$ cat config.mk
export PLATFORM = sky130hd
export DESIGN_NAME = text_to_integer_parser
export DESIGN_NICKNAME = d
export VERILOG_FILES = /design/src/rtl/core/ttip_pkg.sv /design/src/rtl/core/ttip_step.sv /design/src/rtl/core/text_to_integer_parser.sv
export VERILOG_INCLUDE_DIRS = /design/src /design/src/rtl/core
export SDC_FILE = /design/constraint.sdc
export NUM_CORES = 1
export LEC_CHECK = 0
export BUFFER_PORTS_ARGS = -buffer_cell sky130_fd_sc_hd__buf_4
export CORE_ASPECT_RATIO = 0.7
export CORE_MARGIN = 2
export CORE_UTILIZATION = 30
export DETAILED_ROUTE_END_ITERATION = 6
export GPL_TIMING_DRIVEN = 0
export MAX_ROUTING_LAYER = met4
export PLACE_DENSITY_LB_ADDON = 0.1
export SYNTH_ARGS = -nofsm -noshare
export SYNTH_HDL_FRONTEND = slang
export SYNTH_SLANG_ARGS = --single-unit
$ cat constraint.sdc
create_clock -name clk_i -period 10.41 [get_ports clk_i]
set_input_delay 2.6025 -clock clk_i [delete_from_list [all_inputs] [get_ports clk_i]]
set_output_delay 2.6025 -clock clk_i [all_outputs]
set_load 0.02 [all_outputs]
$ cat src/rtl/core/text_to_integer_parser_macros.svh
// ---------------------------------------------------------------------------
// text_to_integer_parser_macros
// Assertion shorthands used by the parser top-level RTL.
// ---------------------------------------------------------------------------
`ifndef TEXT_TO_INTEGER_PARSER_MACROS_SVH
`define TEXT_TO_INTEGER_PARSER_MACROS_SVH

// Concurrent check on an explicit clock and active-low reset.
`define TTIP_ASSERT_CLK(label, clk, rst_n, prop, msg) \
  label: assert property (@(posedge clk) disable iff (!rst_n) prop) else $error(msg);

// Concurrent check on the block's own clock and reset.
`define TTIP_ASSERT(label, prop, msg) \
  `TTIP_ASSERT_CLK(label, clk_i, rst_ni, prop, msg)

`endif

$ cat src/rtl/core/ttip_pkg.sv
// ---------------------------------------------------------------------------
// ttip_pkg
// Types and constants for the text-to-integer parser.
// ---------------------------------------------------------------------------
`timescale 1ns / 1ps

package ttip_pkg;

  localparam int unsigned CharCodeW       = 16;
  localparam int unsigned CharBitsDefault = 16;
  localparam int unsigned ValueW          = 32;
  localparam int unsigned PosW            = 2;
  localparam int unsigned DigitW          = 4;

  localparam logic [PosW-1:0] PosFirst  = 2'd0;
  localparam logic [PosW-1:0] PosSecond = 2'd1;
  localparam logic [PosW-1:0] PosRest   = 2'd2;

  // 7-bit ASCII codes; anything above 0x7F is never a digit
  localparam logic [6:0] AsciiZero  = 7'h30;
  localparam logic [6:0] AsciiNine  = 7'h39;
  localparam logic [6:0] AsciiLowA  = 7'h61;
  localparam logic [6:0] AsciiLowF  = 7'h66;
  localparam logic [6:0] AsciiMinus = 7'h2D;
  localparam logic [6:0] AsciiLowX  = 7'h78;
  localparam logic [6:0] CaseBit    = 7'h20;

  localparam logic [ValueW-1:0] BaseDec      = 32'd10;
  localparam int unsigned       BaseHexShift = 4;

  typedef struct packed {
    logic [PosW-1:0]   char_position;
    logic              hex_mode;
    logic              negative_flag;
    logic              parse_stopped;
    logic              digit_seen;
    logic [ValueW-1:0] accumulator;
  } parse_state_t;

  typedef struct packed {
    logic              valid;
    logic [ValueW-1:0] value;
    logic              used_default;
  } parse_result_t;

endpackage

$ cat src/rtl/core/ttip_step.sv
// ---------------------------------------------------------------------------
// ttip_step
// Next-state and result logic for one character of the string.
// ---------------------------------------------------------------------------
`timescale 1ns / 1ps

module ttip_step
  import ttip_pkg::*;
#(
  parameter int unsigned CHAR_BITS = CharBitsDefault
) (
  input  parse_state_t        state_i,
  input  logic [CHAR_BITS-1:0] char_i,
  input  logic [ValueW-1:0]   default_value_i,
  output parse_state_t        state_o,
  output parse_result_t       result_o
);

  logic              hi_zero;
  logic [6:0]        low7;
  logic [6:0]        folded;
  logic              is_nul;
  logic              is_num;
  logic              is_letter;
  logic              is_minus;
  logic              is_x;
  logic [DigitW-1:0] digit;
  logic [ValueW-1:0] acc_scaled;
  logic              hex_switch;

  assign hi_zero   = (char_i[CHAR_BITS-1:7] == '0);
  assign low7      = char_i[6:0];
  assign folded    = low7 | CaseBit;
  assign is_nul    = (char_i == '0);
  assign is_num    = hi_zero && (low7 >= AsciiZero) && (low7 <= AsciiNine);
  assign is_letter = hi_zero && (folded >= AsciiLowA) && (folded <= AsciiLowF);
  assign is_minus  = hi_zero && (low7 == AsciiMinus);
  assign is_x      = hi_zero && (folded == AsciiLowX);

  always_comb begin
    if (is_num) begin
      digit = DigitW'(low7 - AsciiZero);
    end else begin
      digit = DigitW'(folded - AsciiLowA + 7'd10);
    end
  end

  assign acc_scaled = state_i.hex_mode ? (state_i.accumulator << BaseHexShift)
                                       : (state_i.accumulator * BaseDec);

  // a lone leading '0' followed by x/X turns into the hex prefix
  assign hex_switch = (state_i.char_position == PosSecond) && state_i.digit_seen &&
                      (state_i.accumulator == '0) && !state_i.negative_flag &&
                      !state_i.hex_mode && is_x;

  always_comb begin
    state_o               = state_i;
    result_o.valid        = 1'b0;
    result_o.used_default = !state_i.digit_seen;
    if (!state_i.digit_seen) begin
      result_o.value = default_value_i;
    end else if (state_i.negative_flag) begin
      result_o.value = '0 - state_i.accumulator;
    end else begin
      result_o.value = state_i.accumulator;
    end

    if (is_nul) begin
      result_o.valid = 1'b1;
      state_o        = '0;
    end else begin
      if (state_i.char_position != PosRest) begin
        state_o.char_position = state_i.char_position + 1'b1;
      end
      if (state_i.parse_stopped) begin
        // rest of the string is skipped
      end else if ((state_i.char_position == PosFirst) && is_minus) begin
        state_o.negative_flag = 1'b1;
      end else if (hex_switch) begin
        state_o.hex_mode   = 1'b1;
        state_o.digit_seen = 1'b0;
      end else if (!(is_num || is_letter)) begin
        state_o.parse_stopped = 1'b1;
      end else begin
        state_o.accumulator = acc_scaled + {{(ValueW-DigitW){1'b0}}, digit};
        state_o.digit_seen  = 1'b1;
      end
    end
  end

endmodule

$ cat src/rtl/core/text_to_integer_parser.sv
// ---------------------------------------------------------------------------
// text_to_integer_parser
// Parses a decimal or 0x-prefixed hex character stream into a 32-bit integer.
// ---------------------------------------------------------------------------
//  channel   direction  word
//  s_axis    in         tdata[15:0] = char_code
//  m_axis    out        tdata[31:0] = value, tuser[0] = used_default
//  cfg       in         cfg_data_i = default_value (always ready)
//
//  One character per cycle sustained while no NUL stalls; the accumulator
//  multiply-add is combinational logic between the input register and the
//  state/result registers. A NUL's result passes the input register and the
//  output register to m_axis. Reset clears the string state and default_value
//  to zero; no clearing pass. Only a NUL waits on a full, stalled output
//  register; other characters keep flowing while a result sits unclaimed.
// ---------------------------------------------------------------------------
`timescale 1ns / 1ps
`include "text_to_integer_parser_macros.svh"

module text_to_integer_parser
  import ttip_pkg::*;
#(
  parameter int unsigned CHAR_BITS = CharBitsDefault
) (
  input  logic                     clk_i,
  input  logic                     rst_ni,
  input  logic                     s_axis_tvalid,
  output logic                     s_axis_tready,
  input  logic [CharCodeW-1:0]     s_axis_tdata,   // [15:0] char_code
  output logic                     m_axis_tvalid,
  input  logic                     m_axis_tready,
  output logic [ValueW-1:0]        m_axis_tdata,   // [31:0] value
  output logic [0:0]               m_axis_tuser,   // [0] used_default
  input  logic                     cfg_valid_i,
  output logic                     cfg_ready_o,
  input  logic signed [ValueW-1:0] cfg_data_i
);

  logic                 in_valid_q;
  logic [CHAR_BITS-1:0] in_char_q;
  parse_state_t         state_q;
  parse_state_t         state_d;
  parse_result_t        step_res;
  logic [ValueW-1:0]    default_q;
  logic                 out_valid_q;
  logic [ValueW-1:0]    out_value_q;
  logic                 out_used_q;
  logic                 process;
  logic                 out_load;

  ttip_step #(
    .CHAR_BITS(CHAR_BITS)
  ) u_step (
    .state_i        (state_q),
    .char_i         (in_char_q),
    .default_value_i(default_q),
    .state_o        (state_d),
    .result_o       (step_res)
  );

  // a NUL may only retire when the output register is free or being taken
  assign process  = in_valid_q && (!step_res.valid || !out_valid_q || m_axis_tready);
  assign out_load = process && step_res.valid;

  assign s_axis_tready = !in_valid_q || process;
  assign cfg_ready_o   = 1'b1;

  assign m_axis_tvalid = out_valid_q;
  assign m_axis_tdata  = out_value_q;
  assign m_axis_tuser  = out_used_q;

  always_ff @(posedge clk_i or negedge rst_ni) begin
    if (!rst_ni) begin
      in_valid_q  <= 1'b0;
      state_q     <= '0;
      out_valid_q <= 1'b0;
      default_q   <= '0;
    end else begin
      if (s_axis_tready) begin
        in_valid_q <= s_axis_tvalid;
      end
      if (process) begin
        state_q <= state_d;
      end
      if (out_load) begin
        out_valid_q <= 1'b1;
      end else if (m_axis_tready) begin
        out_valid_q <= 1'b0;
      end
      if (cfg_valid_i) begin
        default_q <= cfg_data_i;
      end
    end
  end

  always_ff @(posedge clk_i) begin
    if (s_axis_tready && s_axis_tvalid) begin
      in_char_q <= s_axis_tdata[CHAR_BITS-1:0];
    end
    if (out_load) begin
      out_value_q <= step_res.value;
      out_used_q  <= step_res.used_default;
    end
  end

  `TTIP_ASSERT(a_no_overwrite, out_valid_q && !m_axis_tready |-> !out_load, "result overwritten")
  `TTIP_ASSERT(a_clear_after_nul, out_load |=> state_q == '0, "string state not cleared")
  `TTIP_ASSERT(a_hex_pos, state_q.hex_mode |-> state_q.char_position == PosRest, "hex without prefix")

endmodule
==> impl_metrics.py <==
metrics = {
    "outcome": {
        "outcome": "complete, no violations",
    },
    "flow_run": {
        "drv_cap": 0,
    },
    "worst_setup_path": {
        "crit_path_max_fanout": 10,
        "r2r-end": "state_q[30]",
        "rr_worst_depth": 17,
        "crit_start": "state_q[35]",
        "r2r_slack_ns": 4.07,
        "start_kind": "register",
        "critPathArrivalTime_ns": 6.63,
        "cp.required_ns": 10.70,
        "setup.worst_path.end": "state_q[30]",
        "end_kind": "register",
        "worst_r2r_startpoint": "state_q[35]",
        "crit_type": "reg2reg",
    },
    "clocking": {
        "clkLatencyLatePin_ns": 0.43,
        "clk_pin_slew_ns": 0.06,
        "ctsHoldBuffers": 0,
        "numCtsBuffers": 17,
        "cts_resized": 0,
        "clkSinkCount": 121,
        "h-tree-depth": 4,
        "root_buffer": "clkbuf_16",
        "cts_tree": "built",
        "cts.path.max_buffers": 2,
        "post_cts_buffers": 0,
    },
    "layout": {
        "nets": 1141,
        "drive_above_1_share_pct": 16.84,
        "fin_util_pct": 37.11,
        "n_antenna_cell": 0,
        "syn_to_final_growth_pct": 20.69,
        "nFillCells": 2844,
        "fin_cells": 1404,
    },
    "yosys": {
        "synth_ff_type": "dfrtp_1",
        "synth_edf_count": 49,
        "synth-seq-cells": 121,
        "syn_inst": 915,
        "yosysTopAreaCellShare_pct": 20.92,
        "synthTopCellsByArea": "dfrtp_1 21%, edfxtp_1 17%, ha_1 9.6%, mux2_2 5.0%, xor2_1 4.4%",
        "synth.avg_cell_area_um2": 9.413,
        "synth_area_leader_cell": "dfrtp_1",
        "ys_seq_area_share_pct": 38.00,
        "yosysWarnings": 0,
        "syn_nets": 1036,
        "synth_area_um2": 8613,
        "synth_cell_types": 72,
        "ys_async_sr_fraction_pct": 59.50,
    },
    "timing": {
        "hold_viol": 0,
        "fin_setup_tns_ns": 0,
        "worst_pin_slew_ns": 0.9947,
        "fin_skew_ns": 0.006969,
        "drv_slew": 0,
        "max_freq_mhz": 157.7,
        "finalSetupViolCount": 0,
        "fin_hold_ws_ns": 0.5042,
        "fin_crit_sh_pct": 60.92,
        "relSlewSlack_pct": 33.69,
        "fin_crit_ns": 6.342,
        "rsz0062_at_grt": "false",
    },
    "route": {
        "final_antenna_net_count": 0,
        "drt-wirelength-per-cell_um": 18.55,
        "dr_total_vias": 7323,
        "first_pass_iters": 5,
        "drtIter0Drc": 527,
        "drc": 0,
        "via_per_inst": 5.216,
        "routed_wl_um": 26050,
    },
    "placed_design": {
        "dp_cells": 1372,
        "portBuffers": 86,
        "dp_hpwl_um": 20260,
        "place.gp.congestion": 0.8063,
    },
    "global_routing": {
        "grt_max_degree": 73,
        "antenna_found_initial": 0,
        "grt_pass1_wl_um": 41430,
        "grt_use_total_pct": 18.44,
        "grt.overflow.total": 0,
        "first_global_vias": 7115,
    },
    "die": {
        "num_rows": 51,
        "io_pins": 89,
        "die_x_um": 206.5,
        "start_util_pct": 30.75,
        "dieArea_um2": 30100,
        "core_area_um2": 28010,
        "die_y_um": 145.8,
    },
    "power_and_ir_drop": {
        "powerDensity_nw_per_um2": 123.2,
        "vdd_ir_drop_max_mv": 0.1114,
        "total_leakage_power_nw": 4.435,
        "total_power_mw": 1.281,
    },
    "hold_path": {
        "hold_path_class": "reg2reg",
    },
}
## metrics by stage
stage          instance area (µm²)  worst slack [ns]
2_1_floorplan                 8613             4.881
3_3_place_gp                  9723             4.037
3_5_place_dp                  9723             4.112
4_1_cts                      10400             4.080
5_1_grt                      10400             3.544
6_report                     10400             4.068
## routing by layer
metal | part of all wire [%] | global-route usage [%] | vias up
li1 | - | - | 3611
met1 | 54 | 28.08 | 3536
met2 | 41 | 24.55 | 153
met3 | 4.5 | 3.807 | 23
met4 | 1.1 | 3.964 | 0
met5 | 0 | - | -
## layout by cell type (no fill, tap or decap), types with 11 or more instances in the layout
cell / count
a21oi_1: 67
buf_4: 87
clkbuf_1: 40
clkbuf_16: 17
dfrtp_1: 72
edfxtp_1: 49
ha_1: 66
inv_1: 21
mux2_2: 38
nand2_1: 71
nand2b_1: 11
nand3_1: 43
nand4_1: 14
nor2_1: 74
nor3_1: 12
nor4_1: 12
o21ai_0: 75
or3_1: 13
xnor2_1: 27
xor2_1: 43
## state kept, by name, indices dropped and copies added (netlist names)
| register | count |
|---|---|
| default_q | 32 |
| in_char_q | 16 |
| in_valid_q | 1 |
| m_axis_tdata | 32 |
| m_axis_tuser | 1 |
| m_axis_tvalid | 1 |
| state_q | 38 |
## worst max-delay path, cell delays in order (launching register included)
cell and delay (ns):
dfrtp_1 0.37, clkbuf_1 0.48, clkbuf_1 0.53, clkbuf_1 0.57, clkbuf_1 0.50, clkbuf_1 0.43
clkbuf_1 0.56, nor2b_1 0.11, ha_1 0.34, a21oi_1 0.13, nor4_1 0.41, nor2b_1 0.26
nand4b_1 0.20, or3_1 0.52, a2111oi_4 0.31, nand4b_1 0.16, xnor2_1 0.20, o21ai_0 0.10
## synth_stat cells (all sizes together) (4+ instances only)
cell type,number
a2111oi,4
a211o,4
a211oi,10
a21o,9
a21oi,67
a22oi,5
a31oi,4
and2,6
buf,7
clkbuf,40
dfrtp,72
edfxtp,49
ha,66
inv,22
mux2,39
mux2i,8
nand2,71
nand2b,11
nand3,43
nand4,14
nand4b,4
nor2,74
nor2b,9
nor3,12
nor3b,4
nor4,12
o211ai,7
o21a,7
o21ai,79
o21bai,5
o221ai,4
o22ai,5
o31ai,10
o41ai,7
or3,13
or4,9
xnor2,27
xor2,43
## how the worst min path moves through the flow
stage          depth (start not counted)     startpoint  slack (ns)            end
4_1_cts                                1   default_q[0]        0.51   default_q[0]
3_5_place_dp                           1   default_q[0]        0.50   default_q[0]
3_3_place_gp                           1   default_q[0]        0.49   default_q[0]
5_1_grt                                1  default_q[14]        0.53  default_q[14]
6_report                               1   default_q[0]        0.50   default_q[0]
2_1_floorplan                          2    state_q[33]        0.47    state_q[33]
## logic make-up (layout without fill, tap and decap cells)
| family | count (synthesis) | in the layout | synth area share (%) |
|---|---|---|---|
| multiplexers | 47 | 47 | 6.028 |
| AO/OA/AOI/OAI | 245 | 245 | 18.70 |
| adder cells (fa/ha/maj) | 68 | 68 | 10.05 |
| AND/OR/NAND/NOR | 294 | 294 | 17.00 |
| other | 1 | 1 | 0.04354 |
| XOR/XNOR | 70 | 70 | 7.118 |
| flip-flops | 121 | 121 | 38.00 |
| buffers and inverters | 69 | 187 | 3.065 |
## cell type report
| type | count | area, µm² | area share [%] |
|---|---|---|---|
| Buffer | 47 | 181.4 | 1.745 |
| Clock buffer | 17 | 425.4 | 4.092 |
| Clock inverter | 15 | 246.5 | 2.371 |
| Inverter | 22 | 82.58 | 0.7944 |
| Multi-Input combinational cell | 725 | 5076 | 48.83 |
| Sequential cell | 121 | 3273 | 31.49 |
| Tap cell | 371 | 464.2 | 4.466 |
| Timing Repair Buffer | 86 | 645.6 | 6.211 |
## report_power, final
group	internal [mW]	total [mW]	switching (mW)	leakage [nW]
Combinational	0.0377	0.0710	0.0334	2.66
Sequential	0.518	0.531	0.0132	1.46
Clock	0.449	0.679	0.230	0.318
No activity file was read; power rests on OpenSTA's default activity.
